===== config.mk =====
export PLATFORM = sky130hd
export DESIGN_NAME = ccd_back
export DESIGN_NICKNAME = d
export VERILOG_FILES = /design/src/hw/rtl/ccd_pkg.sv /design/src/hw/rtl/ccd_back.sv
export SDC_FILE = /design/constraint.sdc
export NUM_CORES = 2
export LEC_CHECK = 0
export BUFFER_PORTS_ARGS = -buffer_cell sky130_fd_sc_hd__buf_2
export CAP_MARGIN = 10
export CORE_ASPECT_RATIO = 1.1
export CORE_MARGIN = 2
export CORE_UTILIZATION = 33
export CTS_CLUSTER_SIZE = 12
export DETAILED_ROUTE_END_ITERATION = 10
export HOLD_SLACK_MARGIN = 0.15
export PLACE_DENSITY = 0.62
export SYNTH_ARGS = -nofsm -noshare
export SYNTH_HDL_FRONTEND = slang
export SYNTH_SLANG_ARGS = --single-unit

===== constraint.sdc =====
create_clock -name clk_i -period 18.6 [get_ports clk_i]
set_input_delay 1.86 -clock clk_i [delete_from_list [all_inputs] [get_ports clk_i]]
set_output_delay 1.86 -clock clk_i [all_outputs]
set_load 0.005 [all_outputs]

===== src/hw/rtl/ccd_pkg.sv =====
// Shared types and constants for the cloud-in-cell charge deposit block.
package ccd_pkg;

  localparam int ADDR_W_MAX  = 26;
  localparam int WGT_W       = 18;
  localparam int CELL_W      = 48;
  localparam int INC_W       = 54;
  localparam int QUEUE_DEPTH = 2;
  localparam int CFG_IDX_W   = 3;
  localparam int CFG_DATA_W  = 32;

  localparam logic KIND_DEPOSIT = 1'b0;
  localparam logic KIND_READ    = 1'b1;

  typedef enum logic [CFG_IDX_W-1:0] {
    REG_MODE_3D       = 3'd0,
    REG_ORIGIN_X      = 3'd1,
    REG_ORIGIN_Y      = 3'd2,
    REG_ORIGIN_Z      = 3'd3,
    REG_INV_SPACING_X = 3'd4,
    REG_INV_SPACING_Y = 3'd5,
    REG_INV_SPACING_Z = 3'd6
  } cfg_reg_e;

  typedef struct packed {
    logic               kind;
    logic signed [31:0] pos_x;
    logic signed [31:0] pos_y;
    logic signed [31:0] pos_z;
    logic signed [31:0] charge;
    logic [4:0]         cell_x;
    logic [4:0]         cell_y;
    logic [5:0]         cell_z;
  } item_t;

  typedef struct packed {
    logic signed [CELL_W-1:0] cell_value;
    logic                     out_of_bounds;
    logic                     saturated;
  } result_t;

  typedef struct packed {
    logic               mode_3d;
    logic signed [31:0] origin_x;
    logic signed [31:0] origin_y;
    logic signed [31:0] origin_z;
    logic [31:0]        inv_spacing_x;
    logic [31:0]        inv_spacing_y;
    logic [31:0]        inv_spacing_z;
  } cfg_t;

  typedef struct packed {
    logic                    kind;
    logic                    mode_3d;
    logic                    oob;
    logic                    inb;
    logic [ADDR_W_MAX-1:0]   addr;
    logic signed [31:0]      charge;
    logic signed [WGT_W-1:0] wx0;
    logic signed [WGT_W-1:0] wx1;
    logic signed [WGT_W-1:0] wy0;
    logic signed [WGT_W-1:0] wy1;
    logic signed [WGT_W-1:0] wz0;
    logic signed [WGT_W-1:0] wz1;
  } cmd_t;

  typedef enum logic [2:0] {
    B_CLEAR,
    B_IDLE,
    B_RUN,
    B_DRAIN,
    B_READ
  } back_state_e;

endpackage


===== src/hw/rtl/ccd_back.sv =====
// Back end: clear the grid, run cell read-modify-write updates and read-and-clear reads.
module ccd_back import ccd_pkg::*; #(
  parameter int GRID_X = 32,
  parameter int GRID_Y = 32,
  parameter int GRID_Z = 64
) (
  input  logic                                 clk_i,
  input  logic                                 rst_ni,
  input  logic                                 cmd_valid_i,
  output logic                                 cmd_ready_o,
  input  cmd_t                                 cmd_i,
  output logic                                 out_valid_o,
  input  logic                                 out_ready_i,
  output result_t                              out_o,
  output logic                                 clearing_o,
  output logic                                 mem_we_o,
  output logic [$clog2(GRID_X*GRID_Y*GRID_Z)-1:0] mem_waddr_o,
  output logic [CELL_W-1:0]                    mem_wdata_o,
  output logic [$clog2(GRID_X*GRID_Y*GRID_Z)-1:0] mem_raddr_o,
  input  logic [CELL_W-1:0]                    mem_rdata_i
);
  localparam int XY = GRID_X * GRID_Y;
  localparam int N  = XY * GRID_Z;
  localparam int AW = $clog2(N);

  back_state_e state_q, state_d;
  logic [AW-1:0] clr_q;
  logic [2:0]    k_q;
  cmd_t          cmd_q;
  logic          sat_q;
  logic          out_valid_q;
  result_t       out_q, res_d;
  logic          load, issue;

  logic               s1_v_q, s2_v_q, s3_v_q;
  logic signed [35:0] p1_q;
  logic signed [37:0] p2_q;
  logic signed [INC_W-1:0] inc_q;
  logic               s1_c_q;
  logic [AW-1:0]      s1_addr_q, s2_addr_q, s3_addr_q;

  logic signed [WGT_W-1:0] wxs, wys, wzs;
  logic signed [19:0]      w2;
  logic signed [21:0]      w3;
  logic [AW-1:0]           cell_addr;
  logic signed [54:0]      sum;
  logic                    clip;
  logic [CELL_W-1:0]       sat_val;
  logic                    pipe_empty;

  assign clearing_o  = state_q == B_CLEAR;
  assign out_valid_o = out_valid_q;
  assign out_o       = out_q;
  assign pipe_empty  = !s1_v_q && !s2_v_q && !s3_v_q;

  assign wxs       = k_q[0] ? cmd_q.wx1 : cmd_q.wx0;
  assign wys       = k_q[1] ? cmd_q.wy1 : cmd_q.wy0;
  assign wzs       = s1_c_q ? cmd_q.wz1 : cmd_q.wz0;
  assign w2        = p1_q[35:16];
  assign w3        = p2_q[37:16];
  assign cell_addr = cmd_q.addr[AW-1:0] + AW'(k_q[0])
                     + (k_q[1] ? AW'(GRID_X) : '0) + (k_q[2] ? AW'(XY) : '0);
  assign sum       = $signed({{7{mem_rdata_i[CELL_W-1]}}, mem_rdata_i})
                     + $signed({inc_q[INC_W-1], inc_q});
  assign clip      = !((&sum[54:47]) || !(|sum[54:47]));
  assign sat_val   = clip ? (sum[54] ? {1'b1, 47'd0} : {1'b0, {47{1'b1}}}) : sum[47:0];

  always_comb begin
    state_d = state_q;
    unique case (state_q)
      B_CLEAR: begin
        if (clr_q == AW'(N - 1)) begin
          state_d = B_IDLE;
        end
      end
      B_IDLE: begin
        if (cmd_valid_i && !out_valid_q) begin
          if (cmd_i.kind == KIND_READ) begin
            state_d = B_READ;
          end else if (!cmd_i.oob) begin
            state_d = B_RUN;
          end
        end
      end
      B_RUN: begin
        if (k_q == 3'd7) begin
          state_d = B_DRAIN;
        end
      end
      B_DRAIN: begin
        if (pipe_empty) begin
          state_d = B_IDLE;
        end
      end
      B_READ: begin
        state_d = B_IDLE;
      end
      default: begin
        state_d = B_IDLE;
      end
    endcase
  end

  always_comb begin
    cmd_ready_o = 1'b0;
    issue       = 1'b0;
    load        = 1'b0;
    res_d       = '0;
    mem_we_o    = 1'b0;
    mem_waddr_o = s3_addr_q;
    mem_wdata_o = sat_val;
    mem_raddr_o = s2_addr_q;
    unique case (state_q)
      B_CLEAR: begin
        mem_we_o    = 1'b1;
        mem_waddr_o = clr_q;
        mem_wdata_o = '0;
      end
      B_IDLE: begin
        mem_raddr_o = cmd_i.addr[AW-1:0];
        if (cmd_valid_i && !out_valid_q) begin
          cmd_ready_o = 1'b1;
          if (cmd_i.kind == KIND_DEPOSIT && cmd_i.oob) begin
            load                = 1'b1;
            res_d.out_of_bounds = 1'b1;
          end
        end
      end
      B_RUN: begin
        issue = 1'b1;
      end
      B_DRAIN: begin
        if (pipe_empty) begin
          load            = 1'b1;
          res_d.saturated = sat_q;
        end
      end
      B_READ: begin
        load             = 1'b1;
        res_d.cell_value = cmd_q.inb ? $signed(mem_rdata_i) : '0;
        mem_we_o         = cmd_q.inb;
        mem_waddr_o      = cmd_q.addr[AW-1:0];
        mem_wdata_o      = '0;
      end
      default: begin
        load = 1'b0;
      end
    endcase
    if (s3_v_q) begin
      mem_we_o    = 1'b1;
      mem_waddr_o = s3_addr_q;
      mem_wdata_o = sat_val;
    end
  end

  always_ff @(posedge clk_i or negedge rst_ni) begin
    if (!rst_ni) begin
      state_q     <= B_CLEAR;
      clr_q       <= '0;
      k_q         <= '0;
      sat_q       <= 1'b0;
      out_valid_q <= 1'b0;
      s1_v_q      <= 1'b0;
      s2_v_q      <= 1'b0;
      s3_v_q      <= 1'b0;
    end else begin
      state_q <= state_d;
      if (state_q == B_CLEAR) begin
        clr_q <= clr_q + 1'b1;
      end
      if (cmd_ready_o) begin
        k_q   <= cmd_i.mode_3d ? 3'd0 : 3'd4;
        sat_q <= 1'b0;
      end else if (issue) begin
        k_q <= k_q + 1'b1;
      end
      if (s3_v_q && clip) begin
        sat_q <= 1'b1;
      end
      s1_v_q <= issue;
      s2_v_q <= s1_v_q;
      s3_v_q <= s2_v_q;
      if (load) begin
        out_valid_q <= 1'b1;
      end else if (out_ready_i) begin
        out_valid_q <= 1'b0;
      end
    end
  end

  always_ff @(posedge clk_i) begin
    if (cmd_ready_o) begin
      cmd_q <= cmd_i;
    end
    if (issue) begin
      p1_q      <= wxs * wys;
      s1_c_q    <= k_q[2];
      s1_addr_q <= cell_addr;
    end
    if (s1_v_q) begin
      p2_q      <= cmd_q.mode_3d ? 38'(w2 * wzs) : $signed({{2{w2[19]}}, w2, 16'd0});
      s2_addr_q <= s1_addr_q;
    end
    if (s2_v_q) begin
      inc_q     <= w3 * cmd_q.charge;
      s3_addr_q <= s2_addr_q;
    end
    if (load) begin
      out_q <= res_d;
    end
  end
endmodule


==> results.sh <==
export IMPL_slew_headroom=0.194
export IMPL_drt_iter0_markers=2741
export IMPL_routed_top_layer="met4"
export IMPL_r2r_end="p2_q[37]"
export IMPL_cap_violations=0
export IMPL_syn_avg_cell_area_um2=10.1
export IMPL_syn_to_final_growth_pct=9.42
export IMPL_fin_crit_sh=0.461
export IMPL_synth_top_family_by_area="adder cells"
export IMPL_cts_clk_slew_worst_paths_ps=60
export IMPL_gp_congestion=0.895
export IMPL_cp_slowest_stage_delay_ps=610
export IMPL_yosys_area_share_simple=0.129
export IMPL_antenna_found_initial=8
export IMPL_crit_fanout=22
export IMPL_cp_required_ps=19010
export IMPL_dieWidth_um=428
export IMPL_worst_setup_path_type="flop to flop"
export IMPL_syn_inst=6477
export IMPL_grt_pass1_vias=49148
export IMPL_fin_util=0.363
export IMPL_ys_seq_area_frac=0.173
export IMPL_die_h_um=471
export IMPL_most_common_layout_cells="fa_1, inv_1, nand2_1"
export IMPL_synth_top_flop_cell="edfxtp_1"
export IMPL_clk_latency_ps=690
export IMPL_ctsResizeCount=0
export IMPL_initial_utilization=0.331
export IMPL_coreArea_um2=197000
export IMPL_worstSetupEndpointType="flop"
export IMPL_drc=0
export IMPL_postCtsHoldBufs=0
export IMPL_fin_nets=8674
export IMPL_via_per_inst=4.85
export IMPL_dr_wl_met3_mm=10.8
export IMPL_final_setup_viol_count=0
export IMPL_fin_worst_skew_ps=60.6
export IMPL_cts_max_level=2
export IMPL_rsz0062_at_grt="no"
export IMPL_yosys_warnings=0
export IMPL_cts_root_buf="clkbuf_16"
export IMPL_postRouteAntennaNets=0
export IMPL_period_minus_slack_ps=8580
export IMPL_final_common_cell="fa_1"
export IMPL_cp_slowest_cell="mux2_2"
export IMPL_worstHoldPathCells=0
export IMPL_dp_hpwl_mm=136
export IMPL_drt_wl_total_mm=173
export IMPL_fmax_mhz=117
export IMPL_first_pass_iters=6
export IMPL_synthXorXnorAreaFrac=0.0256
export IMPL_grt_use_total=0.173
export IMPL_fin_setup_tns_ps=0
export IMPL_synth_cell_types=82
export IMPL_postCtsSetupBuffers=0
export IMPL_cts_tree="yes"
export IMPL_worst_slew_pin_slew_ps=1180
export IMPL_dieArea_um2=201000
export IMPL_wl_met1_mm=68.9
export IMPL_gr_total_overflow=0
export IMPL_cp_data_arrival_time_ps=8990
export IMPL_drive_above_1_share=0.0970
export IMPL_wl_met2_mm=86.9
export IMPL_grt_max_degree=80
export IMPL_r2r_start="s1_c_q"
export IMPL_hold_start="s1_addr_q[10]"
export IMPL_rr_worst_depth=26
export IMPL_synthMuxAreaShare=0.0232
export IMPL_synth_seq_cells=380
export IMPL_route_detailed_wl_per_inst_um=18.6
export IMPL_r2r_setup_slack_ps=10020
export IMPL_async_reset_ff_frac=0.0711
export IMPL_grt_pass1_wl_mm=274
export IMPL_syn_nets=8485
export IMPL_outcome="finished clean"
export IMPL_vias=45088
export IMPL_start_kind="flop"
export IMPL_maxSlewViolCount=0
export IMPL_syn_cell_area_um2=65300
export IMPL_top_level_ports=356
export IMPL_port_buffers=345
export IMPL_synth_compound_area_share=0.0499
export IMPL_hold_violations=0
export IMPL_synthAdderAreaFrac=0.502
export IMPL_placementRows=171
export IMPL_hold_class="flop to flop"
export IMPL_synth_edff_count=353
export IMPL_cts_sinks=380
export IMPL_cts_buffers=49
export IMPL_crit_top_cell="fa_1"
export IMPL_hold_path_end="s2_addr_q[10]"
export IMPL_clockBufferDepth=3
through the flow:
step | hold slack (ps) | std cells | instance area (um2) | setup slack, ps
2_1_floorplan | 400 | 6477 | 65300 | 5600
3_3_place_gp | 401 | 9210 | 69800 | 10020
3_5_place_dp | 405 | 9210 | 69800 | 9980
4_1_cts | 413 | 9297 | 71400 | 9950
5_1_grt | 422 | 9297 | 71400 | 9500
6_report | 412 | 9298 | 71400 | 10020
kinds of logic after synthesis:
| logic type | Yosys count |
|---|---|
| adders and majority gates | 1786 |
| AOI/OAI and AO/OA | 496 |
| xor gates and xnor gates | 191 |
| DFF | 380 |
| muxes | 140 |
| and+or+nand+nor | 1811 |
| buffers and inverters | 1673 |
worst max-delay path by stage:
| stage | startpoint | endpoint | depth (start not counted) |
|---|---|---|---|
| 2_1_floorplan | cmd_valid_i | out_o[0] | 4 |
| 3_3_place_gp | s1_c_q | p2_q[37] | 26 |
| 3_5_place_dp | s1_c_q | p2_q[37] | 26 |
| 4_1_cts | s1_c_q | p2_q[37] | 26 |
| 5_1_grt | s1_c_q | p2_q[37] | 26 |
| 6_report | s1_c_q | p2_q[37] | 26 |
cell usage after synthesis (all sizes together), types with 3 or more instances:
| library cell | instances | area share |
|---|---|---|
| nor2 | 235 | 0.014 |
| o22ai | 5 | 0.00057 |
| o31ai | 7 | 0.00080 |
| o211ai | 13 | 0.0016 |
| inv | 1390 | 0.080 |
| clkbuf | 229 | 0.013 |
| a211oi | 15 | 0.0017 |
| or4 | 5 | 0.00057 |
| or2 | 13 | 0.0012 |
| buf | 54 | 0.0042 |
| dfrtp | 27 | 0.010 |
| a21oi | 193 | 0.017 |
| ha | 396 | 0.076 |
| nor2b | 25 | 0.0024 |
| nor4 | 5 | 0.00048 |
| mux2i | 56 | 0.0086 |
| mux2 | 84 | 0.015 |
| o311ai | 3 | 0.00040 |
| a221oi | 4 | 0.00054 |
| nand2 | 907 | 0.052 |
| xor2 | 60 | 0.0080 |
| fa | 1390 | 0.43 |
| or3 | 5 | 0.00048 |
| nor3 | 24 | 0.0018 |
| o41ai | 4 | 0.00054 |
| a41oi | 4 | 0.00054 |
| o21ai | 79 | 0.0061 |
| nand4 | 29 | 0.0028 |
| a211o | 10 | 0.0013 |
| and2 | 471 | 0.045 |
| o21a | 21 | 0.0024 |
| o21bai | 25 | 0.0029 |
| edfxtp | 353 | 0.16 |
| and4 | 5 | 0.00067 |
| and3 | 25 | 0.0024 |
| a21boi | 5 | 0.00057 |
| nand2b | 23 | 0.0022 |
| a31oi | 20 | 0.0020 |
| nand3 | 32 | 0.0025 |
| xnor2 | 131 | 0.018 |
| a2111oi | 9 | 0.0016 |
| a21o | 56 | 0.0064 |
final cells by class:
type / instances / area [um2]
Clock buffer: 57 / 1260
Antenna cell: 1 / 2.50
Multi-Input combinational cell: 4424 / 47700
Clock inverter: 30 / 434
Timing Repair Buffer: 421 / 2300
Sequential cell: 380 / 11300
Inverter: 1390 / 5220
Tap cell: 2595 / 3250
Fill cell: 19561 / 126000
critical path: cells and delay by family (launching register included):
kind / cells / cell delay [ps]
simple gates: 2 / 310
compound gates: 9 / 2860
mux: 1 / 610
fa+ha+maj: 7 / 3350
buf+inv: 6 / 650
flops: 1 / 340
xor+xnor: 1 / 170
registers in the layout (all words and copies together) (netlist names), 16 cells and up:
signal     count
clr_q         16
s1_addr_q     16
s3_addr_q     16
inc_q         54
out_o         50
p1_q          20
p2_q          22
s2_addr_q     16
cmd_q        158
metal layers:
layer | vias to the layer above | track usage
met4 | 0 | 0.0619
met5 | - | 0
met3 | 323 | 0.0241
met1 | 23204 | 0.213
met2 | 1582 | 0.310
li1 | 19979 | -
Power is not shown: default switching activity piles up to over one toggle a cycle in this logic, so the estimate is an artifact.
