<file path="src/hw/rtl/ccd_pkg.sv">
// Shared types and constants for the cloud-in-cell charge deposit block.
package ccd_pkg;

  localparam int ADDR_W_MAX  = 26;
  localparam int WGT_W       = 18;
  localparam int CELL_W      = 48;
  localparam int INC_W       = 54;
  localparam int QUEUE_DEPTH = 2;
  localparam int CFG_IDX_W   = 3;
  localparam int CFG_DATA_W  = 32;

  localparam logic KIND_DEPOSIT = 1'b0;
  localparam logic KIND_READ    = 1'b1;

  typedef enum logic [CFG_IDX_W-1:0] {
    REG_MODE_3D       = 3'd0,
    REG_ORIGIN_X      = 3'd1,
    REG_ORIGIN_Y      = 3'd2,
    REG_ORIGIN_Z      = 3'd3,
    REG_INV_SPACING_X = 3'd4,
    REG_INV_SPACING_Y = 3'd5,
    REG_INV_SPACING_Z = 3'd6
  } cfg_reg_e;

  typedef struct packed {
    logic               kind;
    logic signed [31:0] pos_x;
    logic signed [31:0] pos_y;
    logic signed [31:0] pos_z;
    logic signed [31:0] charge;
    logic [4:0]         cell_x;
    logic [4:0]         cell_y;
    logic [5:0]         cell_z;
  } item_t;

  typedef struct packed {
    logic signed [CELL_W-1:0] cell_value;
    logic                     out_of_bounds;
    logic                     saturated;
  } result_t;

  typedef struct packed {
    logic               mode_3d;
    logic signed [31:0] origin_x;
    logic signed [31:0] origin_y;
    logic signed [31:0] origin_z;
    logic [31:0]        inv_spacing_x;
    logic [31:0]        inv_spacing_y;
    logic [31:0]        inv_spacing_z;
  } cfg_t;

  typedef struct packed {
    logic                    kind;
    logic                    mode_3d;
    logic                    oob;
    logic                    inb;
    logic [ADDR_W_MAX-1:0]   addr;
    logic signed [31:0]      charge;
    logic signed [WGT_W-1:0] wx0;
    logic signed [WGT_W-1:0] wx1;
    logic signed [WGT_W-1:0] wy0;
    logic signed [WGT_W-1:0] wy1;
    logic signed [WGT_W-1:0] wz0;
    logic signed [WGT_W-1:0] wz1;
  } cmd_t;

  typedef enum logic [2:0] {
    B_CLEAR,
    B_IDLE,
    B_RUN,
    B_DRAIN,
    B_READ
  } back_state_e;

endpackage

</file>
<file path="src/hw/rtl/ccd_queue.sv">
// Short command queue between the front and back ends.
module ccd_queue import ccd_pkg::*; (
  input  logic clk_i,
  input  logic rst_ni,
  input  logic push_valid_i,
  output logic push_ready_o,
  input  cmd_t push_i,
  output logic pop_valid_o,
  input  logic pop_ready_i,
  output cmd_t pop_o
);
  localparam int PW = $clog2(QUEUE_DEPTH);
  localparam int CW = $clog2(QUEUE_DEPTH + 1);

  cmd_t          slot_q [QUEUE_DEPTH];
  logic [PW-1:0] wptr_q, rptr_q;
  logic [CW-1:0] count_q;
  logic          push, pop;

  assign push_ready_o = count_q != CW'(QUEUE_DEPTH);
  assign pop_valid_o  = count_q != '0;
  assign push         = push_valid_i && push_ready_o;
  assign pop          = pop_ready_i && pop_valid_o;
  assign pop_o        = slot_q[rptr_q];

  always_ff @(posedge clk_i or negedge rst_ni) begin
    if (!rst_ni) begin
      wptr_q  <= '0;
      rptr_q  <= '0;
      count_q <= '0;
    end else begin
      if (push) begin
        wptr_q <= (wptr_q == PW'(QUEUE_DEPTH - 1)) ? '0 : wptr_q + 1'b1;
      end
      if (pop) begin
        rptr_q <= (rptr_q == PW'(QUEUE_DEPTH - 1)) ? '0 : rptr_q + 1'b1;
      end
      if (push && !pop) begin
        count_q <= count_q + 1'b1;
      end else if (pop && !push) begin
        count_q <= count_q - 1'b1;
      end
    end
  end

  always_ff @(posedge clk_i) begin
    if (push) begin
      slot_q[wptr_q] <= push_i;
    end
  end
endmodule

</file>
<file path="config.mk">
export PLATFORM = sky130hd
export DESIGN_NAME = ccd_queue
export DESIGN_NICKNAME = d
export VERILOG_FILES = /design/src/hw/rtl/ccd_pkg.sv /design/src/hw/rtl/ccd_queue.sv
export SDC_FILE = /design/constraint.sdc
export NUM_CORES = 1
export LEC_CHECK = 0
export BUFFER_PORTS_ARGS = -buffer_cell sky130_fd_sc_hd__buf_4
export CAP_MARGIN = 20
export CORE_MARGIN = 4
export CORE_UTILIZATION = 30
export DETAILED_ROUTE_END_ITERATION = 6
export GPL_TIMING_DRIVEN = 0
export PLACE_DENSITY_LB_ADDON = 0.12
export SLEW_MARGIN = 10
export SYNTH_ARGS = -nofsm -noshare
export SYNTH_HDL_FRONTEND = slang
export SYNTH_SLANG_ARGS = --single-unit
</file>
<file path="constraint.sdc">
create_clock -name clk_i -period 8 [get_ports clk_i]
set_clock_uncertainty 0.2 [all_clocks]
set_input_delay 0.8 -clock clk_i [delete_from_list [all_inputs] [get_ports clk_i]]
set_output_delay 0.8 -clock clk_i [all_outputs]
set_load 0.05 [all_outputs]
</file>
==> impl_metrics.py, run 1 <==
metrics = {
    "timing": {
        "max_freq_mhz": 333,
        "slew_headroom_pct": 57.4,
        "final-max-slew-violation-count": 0,
        "setup_viol": 0,
        "worst_pin_slew_ps": 638,
        "setup_tns_ps": 0,
        "hold_viol": 0,
        "rsz0062_at_grt": "no",
        "fin_crit_ps": 3010,
        "post-route-period-util_pct": 37.6,
    },
    "clock_network": {
        "clk_path_buf_depth": 3,
        "clockRootBuffer": "clkbuf_16",
        "htree_levels": 2,
        "cts_tree": "yes",
        "clk_pin_slew_ps": 60,
        "cts_inserted_buffers": 40,
        "cts.sinks": 344,
        "cts_resized": 0,
        "clock_latency_ps": 540,
    },
    "power_and_ir_drop": {
        "combPwrFrac_pct": 45.5,
        "power_frac_clock_pct": 21.7,
        "seqPwrFrac_pct": 32.8,
        "ir_drop_uv": 241,
        "p_per_area_nw_per_um2": 440,
        "p_int_mw": 4.69,
        "p_switching_mw": 3.05,
        "p_leak_nw": 6.78,
        "swShare_pct": 39.4,
    },
    "drt": {
        "drc": 0,
        "wl_um": 29500,
        "avgViaCountPerCell": 4.29,
        "wl_per_cell_um": 19.5,
        "final_antenna_net_count": 0,
        "vias": 6500,
        "drt_iter0_markers": 261,
        "firstDrtPassIters": 4,
    },
    "final_layout": {
        "stdcell_area_um2": 17600,
        "fin_nets": 1121,
        "area_growth_pct": 37.3,
        "n_fill_cell": 3870,
        "final_util_pct": 41.8,
        "drive_gt1_share_pct": 61.5,
        "num_antenna_cells": 0,
    },
    "place": {
        "numPortBuffers": 345,
        "gp_congestion": 0.679,
        "placedInstanceArea_um2": 16400,
        "dp_hpwl_um": 20700,
    },
    "floorplan": {
        "ios": 346,
        "die-height_um": 215,
        "start_util_pct": 30.4,
        "die_x_um": 215,
        "rows": 75,
        "die_area_um2": 46100,
        "core-area_um2": 42100,
    },
    "yosys": {
        "synth.largest_area_cell": "edfxtp_1",
        "syn_area_um2": 12800,
        "yosys_register_bits": 344,
        "synthCells": 547,
        "synth.distinct_cells": 15,
        "synth_top_area_share_pct": 79.6,
        "synth_area_per_cell_um2": 23.4,
        "synthTopCellsByArea": "edfxtp_1 (80%), mux2_4 (11%), mux2_2 (7.0%)",
        "syn-num-nets": 722,
        "synth_seq_area_share_pct": 80.4,
        "yosysWarnings": 0,
    },
    "worst_setup_path": {
        "cp.required_ps": 7000,
        "worstSetupEndpointType": "output pin",
        "critical_path_class": "reg2out",
        "crit_arrival_ps": 2010,
        "start_kind": "flop",
        "path_max_fanout": 10,
    },
    "grt": {
        "grt_antenna_before_repair": 1,
        "grt_use_total_pct": 12.5,
        "first_global_vias": 7001,
        "grt_pass1_wl_um": 43700,
        "grt_overflow": 0,
        "grt_max_degree": 51,
    },
    "run": {
        "cap_violations": 0,
    },
    "hold_path": {
        "hold_path_class": "in2reg",
    },
    "run_status": {
        "status": "finished, final reports clean",
    },
}
[state kept, by name, summed over array words and instances, names as in the netlist]
signal   flops
count_q      2
rptr_q       1
wptr_q       1
slot_q     340
[power groups by stage]
stage / clock (mW) / sequential, mW / combinational, mW
final: 1.68 / 2.54 / 3.53
after global routing: 1.83 / 2.57 / 3.69
after CTS: 1.76 / 2.54 / 3.60
after detailed placement: 0 / 2.58 / 3.59
after global placement: 0 / 2.71 / 3.49
after floorplan: 0 / 2.64 / 2.48
[metal layers]
metal	GRT usage [%]	part of all wire (%)	up-vias
met5	0	0.068	-
met4	4.34	2.3	2
met2	20.0	47	221
li1	-	-	2986
met3	6.03	10	54
met1	14.7	40	3237
[final timing paths]
kind	start	end	slack (ps)	cells after the start
min in group asynchronous	rst_ni	wptr_q$_DFFE_PN0P_	410	2
min reg2reg	count_q[1]$_DFFE_PN0P_	count_q[1]$_DFFE_PN0P_	300	1
max	rptr_q$_DFFE_PN0P_	pop_o[133]	4990	5
max reg2reg	count_q[0]$_DFFE_PN0P_	slot_q[0][91]$_DFFE_PP_	5500	6
min	push_i[124]	slot_q[0][124]$_DFFE_PP_	240	1
max in group asynchronous	rst_ni	count_q[1]$_DFFE_PN0P_	7080	2
[worst max-delay path, stage by stage, from the launching register on]
cell	delay (ps)
dfrtp_1	330
buf_6	150
buf_6	230
buf_6	230
mux2_4	330
buf_4	190
[final cells by class]
class,count,area (um2),area share (%)
Sequential cell,344,10300,58.6
Inverter,1,3.75,0.0213
Buffer,19,164,0.931
Clock buffer,56,1100,6.26
Tap cell,539,674,3.83
Multi-Input combinational cell,183,2350,13.4
Timing Repair Buffer,357,2870,16.3
Clock inverter,17,115,0.654
[metrics by stage]
stage / power, mW / worst slack [ps] / instances / hold WS, ps
after detailed placement: 6.17 / 5220 / 1442 / 293
after CTS: 7.90 / 4880 / 1516 / 188
after global placement: 6.20 / -1420 / 1431 / 292
final: 7.75 / 4990 / 1516 / 235
after global routing: 8.10 / 4880 / 1516 / 204
after floorplan: 5.12 / 1840 / 547 / 256
[cell usage after synthesis, drive strengths merged]
master,count
edfxtp,340
ha,1
or2,1
nand2,2
dfrtp,4
buf,19
nand2b,1
xor2,2
inv,1
nor2,2
mux2,170
xnor2,3
and3,1
[kinds of logic (layout without fill, tap and decap cells)]
kind of cell	Yosys count	count (layout)	synth area share (%)
flip-flops	344	344	80.4
multiplexers	170	170	17.6
buffers and inverters	20	450	1.31
AND/OR/NAND/NOR	7	7	0.264
XOR/XNOR	5	5	0.342
adder cells (fa/ha/maj)	1	1	0.0976
[layout by cell type (no fill, tap or decap)]
cell / Yosys / routed
and3_4: 0 / 1
buf_12: 0 / 4
buf_16: 0 / 7
buf_2: 8 / 8
buf_4: 0 / 345
buf_6: 11 / 11
bufinv_16: 0 / 1
clkbuf_1: 0 / 13
clkbuf_16: 0 / 41
clkbuf_8: 0 / 2
clkinv_1: 0 / 7
clkinv_2: 0 / 6
dfrtp_1: 4 / 4
dlygate4sd3_1: 0 / 1
edfxtp_1: 340 / 340
ha_1: 1 / 1
inv_1: 1 / 1
inv_6: 0 / 2
inv_8: 0 / 1
mux2_2: 80 / 80
mux2_4: 90 / 90
nand2_1: 2 / 2
nand2b_1: 1 / 1
nor2_1: 2 / 1
nor2_4: 0 / 1
or2_2: 1 / 1
xnor2_1: 3 / 3
xor2_1: 2 / 2
[what timing repair did]
| action | 4_1_cts | 5_1_grt |
|---|---|---|
| endpoints found under the hold margin | 4 | 0 |
| buffers inserted | 0 | 0 |
| setup endpoints to repair | 0 | 0 |
| hold buffers | 1 | 0 |
Note: power is estimated with default switching activity, not from simulation.
==> run 2: changes to the inputs <==
==> constraint.sdc (replaced) <==
create_clock -name clk_i -period 2.7 [get_ports clk_i]
set_clock_uncertainty 0.2 [all_clocks]
set_input_delay 0.27 -clock clk_i [delete_from_list [all_inputs] [get_ports clk_i]]
set_output_delay 0.27 -clock clk_i [all_outputs]
set_load 0.05 [all_outputs]
==> impl_metrics.py, run 2 (same netlist as run 1, synthesis figures left out) <==
metrics = {
    "power_and_ir_drop": {
        "swShare_pct": 39.3,
        "p_switching_mw": 9.01,
        "power_frac_clock_pct": 20.6,
        "p_int_mw": 13.9,
        "seqPwrFrac_pct": 32.9,
        "p_leak_nw": 7.47,
        "ir_drop_uv": 645,
        "combPwrFrac_pct": 46.5,
        "p_per_area_nw_per_um2": 1190,
    },
    "drt": {
        "avgViaCountPerCell": 4.22,
        "final_antenna_net_count": 0,
        "wl_um": 30100,
        "wl_met1_um": 12600,
        "firstDrtPassIters": 6,
        "wl_met3_um": 2270,
        "wl_per_cell_um": 17.9,
        "vias": 7100,
        "drt_iter0_markers": 243,
        "drc": 0,
        "wl_met2_um": 14300,
        "highest_layer": "met4",
    },
    "timing": {
        "hold_viol": 0,
        "rsz0062_at_grt": "no",
        "setup_tns_ps": 0,
        "post-route-period-util_pct": 90.8,
        "setup_viol": 0,
        "worst_pin_slew_ps": 669,
        "slew_headroom_pct": 55.3,
        "max_freq_mhz": 408,
        "final-max-slew-violation-count": 0,
        "fin_crit_ps": 2450,
    },
    "clock_network": {
        "cts.sinks": 344,
        "clk_pin_slew_ps": 60,
        "clockRootBuffer": "clkbuf_16",
        "clock_latency_ps": 530,
        "cts_tree": "yes",
        "clk_path_buf_depth": 3,
        "cts_inserted_buffers": 40,
        "htree_levels": 2,
    },
    "grt": {
        "grt_overflow": 0,
        "first_global_vias": 7882,
        "grt_pass1_wl_um": 45900,
        "grt_antenna_before_repair": 0,
        "grt_use_total_pct": 12.9,
        "grt_max_degree": 52,
    },
    "worst_setup_path": {
        "worstSetupEndpointType": "output pin",
        "path_max_fanout": 10,
        "cp.required_ps": 2230,
        "start_kind": "flop",
        "crit_arrival_ps": 1980,
        "critical_path_class": "reg2out",
    },
    "place": {
        "dp_hpwl_um": 20400,
        "placedInstanceArea_um2": 16400,
        "gp_congestion": 0.682,
        "numPortBuffers": 345,
    },
    "floorplan": {
        "rows": 75,
        "core-area_um2": 42100,
        "die_x_um": 215,
        "ios": 346,
        "die-height_um": 215,
        "die_area_um2": 46100,
        "start_util_pct": 30.4,
    },
    "final_layout": {
        "regArea_um2": 10300,
        "num_antenna_cells": 0,
        "layout_common_cells": "buf_4 (345), edfxtp_1 (340), dlygate4sd3_1 (174)",
        "multiInputGateArea_um2": 2370,
        "n_fill_cell": 3760,
        "stdcell_area_um2": 19300,
        "drive_gt1_share_pct": 52.2,
        "layout_commonest_cell": "buf_4",
        "fin_nets": 1294,
        "area_growth_pct": 50.3,
        "reg_top3": "slot_q (340), count_q (2)",
        "largest_register": "slot_q",
        "largest_reg_flops": 340,
    },
    "run": {
        "cap_violations": 0,
    },
    "hold_path": {
        "hold_path_class": "in2reg",
    },
    "run_status": {
        "status": "finished, final reports clean",
    },
}
==> run 2: cell count changes in the layout (fill, tap and decap cells not counted), moves of 2 or more <==
| cell | previous run | this run |
|---|---|---|
| inv_6 | 2 | 0 |
| dlygate4sd3_1 | 1 | 174 |
| clkinv_2 | 6 | 4 |
| clkbuf_8 | 2 | 0 |
| clkinvlp_4 | 0 | 2 |
==> run 2: critical path, cell delays in order (launching register included) <==
cell and delay (ps):
dfrtp_1 330, buf_6 160, buf_6 210, buf_6 220
mux2_4 320, buf_4 200
==> run 2: routing by layer <==
metal  vias up  GRT usage [%]
met1      3496           15.9
met2       228           20.9
li1       3326              -
met5         -              0
met3        50           4.29
met4         0           5.08
==> run 2: final timing paths <==
check | start | to | slack [ps] | cells past startpoint
worst min register to register | count_q[0]$_DFFE_PN0P_ | count_q[0]$_DFFE_PN0P_ | 330 | 1
min in group asynchronous | rst_ni | count_q[1]$_DFFE_PN0P_ | 460 | 3
worst min-delay path | push_i[17] | slot_q[0][17]$_DFFE_PP_ | 260 | 2
worst max register to register | count_q[0]$_DFFE_PN0P_ | slot_q[1][126]$_DFFE_PP_ | 340 | 4
worst max-delay path | rptr_q$_DFFE_PN0P_ | pop_o[118] | 250 | 5
max in group asynchronous | rst_ni | wptr_q$_DFFE_PN0P_ | 1650 | 3
==> run 2: layout make-up <==
type	count	share of cell area, %
buffer	19	0.851
tap	539	3.50
timing repair buffer	530	23.9
inverter	1	0.0195
clock buffer	54	5.58
multi-input combinational	183	12.3
clock inverter	13	0.318
sequential	344	53.5
==> run 2: power by group through the flow <==
stage / Sequential, mW / Combinational [mW] / Clock (mW)
3_5_place_dp: 7.65 / 10.6 / 0
2_1_floorplan: 7.70 / 7.37 / 0
4_1_cts: 7.54 / 10.9 / 4.94
6_report: 7.53 / 10.7 / 4.73
3_3_place_gp: 7.83 / 10.3 / 0
5_1_grt: 7.63 / 11.2 / 5.19
==> run 2: timing repair <==
item | 4_1_cts | 5_1_grt
hold buffers | 174 | 0
setup buffers | 0 | 0
hold endpoints to repair | 347 | 0
resized for setup | 0 | 0
==> run 2: through the flow <==
step / util (%) / std cells / hold WS (ps) / setup WS [ps] / total power [mW]
floorplan: - / 547 / -226 / -1160 / 15.1
global placement: 38.2 / 1431 / -125 / -2940 / 18.1
detailed placement: 38.9 / 1442 / -124 / 295 / 18.3
CTS: 45.7 / 1683 / 211 / 151 / 23.4
global route: 45.7 / 1683 / 239 / 100 / 24.0
finish: 45.7 / 1683 / 256 / 250 / 22.9
==> run 3: changes to the inputs <==
--- a/config.mk
+++ b/config.mk
@@ -5,8 +5,11 @@
 export SDC_FILE = /design/constraint.sdc
 export NUM_CORES = 1
 export LEC_CHECK = 0
+export ABC_AREA = 1
 export BUFFER_PORTS_ARGS = -buffer_cell sky130_fd_sc_hd__buf_4
 export CAP_MARGIN = 20
+export CELL_PAD_IN_SITES_DETAIL_PLACEMENT = 1
+export CELL_PAD_IN_SITES_GLOBAL_PLACEMENT = 2
 export CORE_MARGIN = 4
 export CORE_UTILIZATION = 30
 export DETAILED_ROUTE_END_ITERATION = 6
==> constraint.sdc (replaced) <==
create_clock -name clk_i -period 2.76 [get_ports clk_i]
set_clock_uncertainty 0.2 [all_clocks]
set_input_delay 0.276 -clock clk_i [delete_from_list [all_inputs] [get_ports clk_i]]
set_output_delay 0.276 -clock clk_i [all_outputs]
set_load 0.05 [all_outputs]
==> impl_metrics.py, run 3 <==
metrics = {
    "yosys": {
        "synthCells": 916,
        "syn_area_um2": 12600,
        "synth_top_area_share_pct": 80.9,
        "synth.distinct_cells": 16,
        "yosys.cell_count.top_type": "nand2_1",
        "synth_common_cells": "nand2_1 (510), edfxtp_1 (340), buf_2 (23)",
        "synth_edf_count": 340,
        "syn-num-nets": 1091,
        "synth.largest_area_cell": "edfxtp_1",
        "synthArstFlopShare_pct": 1.16,
        "synth_area_per_cell_um2": 13.8,
        "yosysWarnings": 0,
        "synthFlopType": "edfxtp_1",
        "synth_seq_area_share_pct": 81.7,
        "yosys_register_bits": 344,
        "synthTopCellsByArea": "edfxtp_1 (81%), nand2_1 (15%), buf_2 (0.91%)",
    },
    "final_layout": {
        "final_util_pct": 46.7,
        "finalNonFillerCells": 2058,
        "fin_nets": 1671,
        "largest_register": "slot_q",
        "reg_top3": "slot_q (340), count_q (2)",
        "layout_common_cells": "nand2_1 (508), buf_4 (350), edfxtp_1 (340)",
        "n_fill_cell": 4255,
        "layout_commonest_cell": "nand2_1",
        "area_growth_pct": 52.4,
        "largest_reg_flops": 340,
        "stdcell_area_um2": 19200,
        "drive_gt1_share_pct": 30.3,
    },
    "floorplan": {
        "die_x_um": 213,
        "die_area_um2": 45400,
        "core-area_um2": 41200,
        "rows": 74,
        "die-height_um": 213,
        "ios": 346,
        "start_util_pct": 30.6,
    },
    "power_and_ir_drop": {
        "p_leak_nw": 8.11,
        "power_mw": 23.7,
        "p_per_area_nw_per_um2": 1230,
        "ir_drop_uv": 538,
    },
    "timing": {
        "setup_viol": 0,
        "hold_viol": 0,
        "final-max-slew-violation-count": 0,
        "post-route-period-util_pct": 90.1,
        "rsz0062_at_grt": "no",
        "max_freq_mhz": 402,
        "worst_slack_ps": 274,
        "slew_headroom_pct": 61.6,
        "fin_crit_ps": 2490,
        "worst_pin_slew_ps": 575,
    },
    "drt": {
        "vias": 8730,
        "wl_met1_um": 14200,
        "wl_met2_um": 17600,
        "avgViaCountPerCell": 4.24,
        "wl_per_cell_um": 17.3,
        "wl_met3_um": 2940,
        "drc": 0,
        "highest_layer": "met5",
        "firstDrtPassIters": 4,
        "drt_iter0_markers": 348,
        "final_antenna_net_count": 0,
        "wl_um": 35700,
    },
    "worst_setup_path": {
        "path_delay_family": "buffers and inverters",
        "cp_slowest_cell": "dfrtp_1",
        "path_buf_inv": 4,
        "worstSetupEndpointType": "output pin",
        "start_kind": "flop",
        "cpMostUsedCell": "buf_4",
        "path_cells": "buf_4 > buf_4 > buf_2 > nand2_1 > nand2_1 > buf_4",
        "slowest_delay_ps": 320,
        "critical_path_class": "reg2out",
        "path_max_fanout": 10,
        "cp.required_ps": 2280,
        "crit_arrival_ps": 2010,
    },
    "grt": {
        "grt_overflow": 0,
        "first_global_vias": 9417,
        "grt_antenna_before_repair": 3,
        "grt_max_degree": 27,
        "grt_pass1_wl_um": 53700,
        "grt_use_total_pct": 15.4,
    },
    "clock_network": {
        "clk_path_buf_depth": 3,
        "cts_tree": "yes",
        "htree_levels": 2,
        "clk_pin_slew_ps": 60,
        "cts_inserted_buffers": 41,
        "cts.sinks": 344,
        "clockRootBuffer": "clkbuf_16",
        "clock_latency_ps": 530,
        "cts_resized": 0,
    },
    "place": {
        "dp_slack_ps": 70.2,
        "dpl.cell_count": 1809,
        "placedInstanceArea_um2": 16300,
        "numPortBuffers": 345,
        "gp_congestion": 0.680,
        "dp_hpwl_um": 24600,
    },
    "run": {
        "cap_violations": 0,
    },
    "hold_path": {
        "hold_path_class": "in2reg",
    },
    "run_status": {
        "status": "finished, final reports clean",
    },
}
[run 3: per-stage QoR]
| stage | TNS [ps] | hold WS, ps |
|---|---|---|
| 4_1_cts | 0 | 215 |
| 3_3_place_gp | -964280 | -120 |
| 5_1_grt | 0 | 243 |
| 2_1_floorplan | -350690 | -220 |
| 3_5_place_dp | 0 | -122 |
| 6_report | 0 | 262 |
[run 3: area by class of cell]
class,instances,area [um2],area share (%)
Antenna cell,1,2.50,0.0130
Buffer,37,254,1.32
Tap cell,532,666,3.46
Multi-Input combinational cell,528,2080,10.8
Inverter,7,28.8,0.150
Clock inverter,23,119,0.618
Timing Repair Buffer,537,4730,24.6
Sequential cell,344,10300,53.6
Clock buffer,49,1060,5.49
[run 3: timing repair]
item / in CTS / in global routing
endpoints found under the setup margin: 0 / 22
hold endpoints to repair: 350 / 0
setup buffers: 0 / 2
hold buffers: 174 / 0
[run 3: logic make-up (layout without fill, tap and decap cells)]
| logic type | Yosys count | after routing | share of synthesized area, % |
|---|---|---|---|
| flops | 344 | 344 | 81.7 |
| fa+ha+maj | 1 | 1 | 0.0991 |
| buf+inv | 44 | 653 | 2.24 |
| simple gates | 525 | 525 | 15.8 |
| xor+xnor | 2 | 2 | 0.139 |
| other cells | 0 | 1 | 0 |
[run 3: where the power goes]
| group | internal, mW | total (mW) | leakage [nW] | switching (mW) |
|---|---|---|---|---|
| combinational | 3.24 | 11.5 | 4.33 | 8.30 |
| clock | 2.79 | 4.80 | 0.575 | 2.00 |
| sequential | 7.12 | 7.38 | 3.21 | 0.259 |
[run 3: per-layer routing]
metal	vias up	track usage, %
li1	4267	-
met1	4186	18.5
met2	224	26.4
met3	49	5.29
met4	4	4.83
met5	-	0
[run 3: worst reg2reg max path, stage by stage, from the launching register on]
cell     delay (ps)
dfrtp_1         390
inv_2            90
nand2_8          90
nand2_8          70
nor2_4          390
buf_16          220
buf_16          190
buf_16          180
[run 3: path summary, 6_finish.rpt]
| kind | from | end | slack [ps] | depth (start not counted) |
|---|---|---|---|---|
| worst max-delay path | rptr_q$_DFFE_PN0P_ | pop_o[134] | 270 | 6 |
| worst min-delay path | push_i[6] | slot_q[1][6]$_DFFE_PP_ | 260 | 2 |
| worst max register to register | count_q[0]$_DFFE_PN0P_ | slot_q[1][55]$_DFFE_PP_ | 640 | 7 |
| worst min register to register | count_q[0]$_DFFE_PN0P_ | count_q[0]$_DFFE_PN0P_ | 320 | 1 |
| max in group asynchronous | rst_ni | count_q[1]$_DFFE_PN0P_ | 1680 | 3 |
| min in group asynchronous | rst_ni | rptr_q$_DFFE_PN0P_ | 500 | 3 |
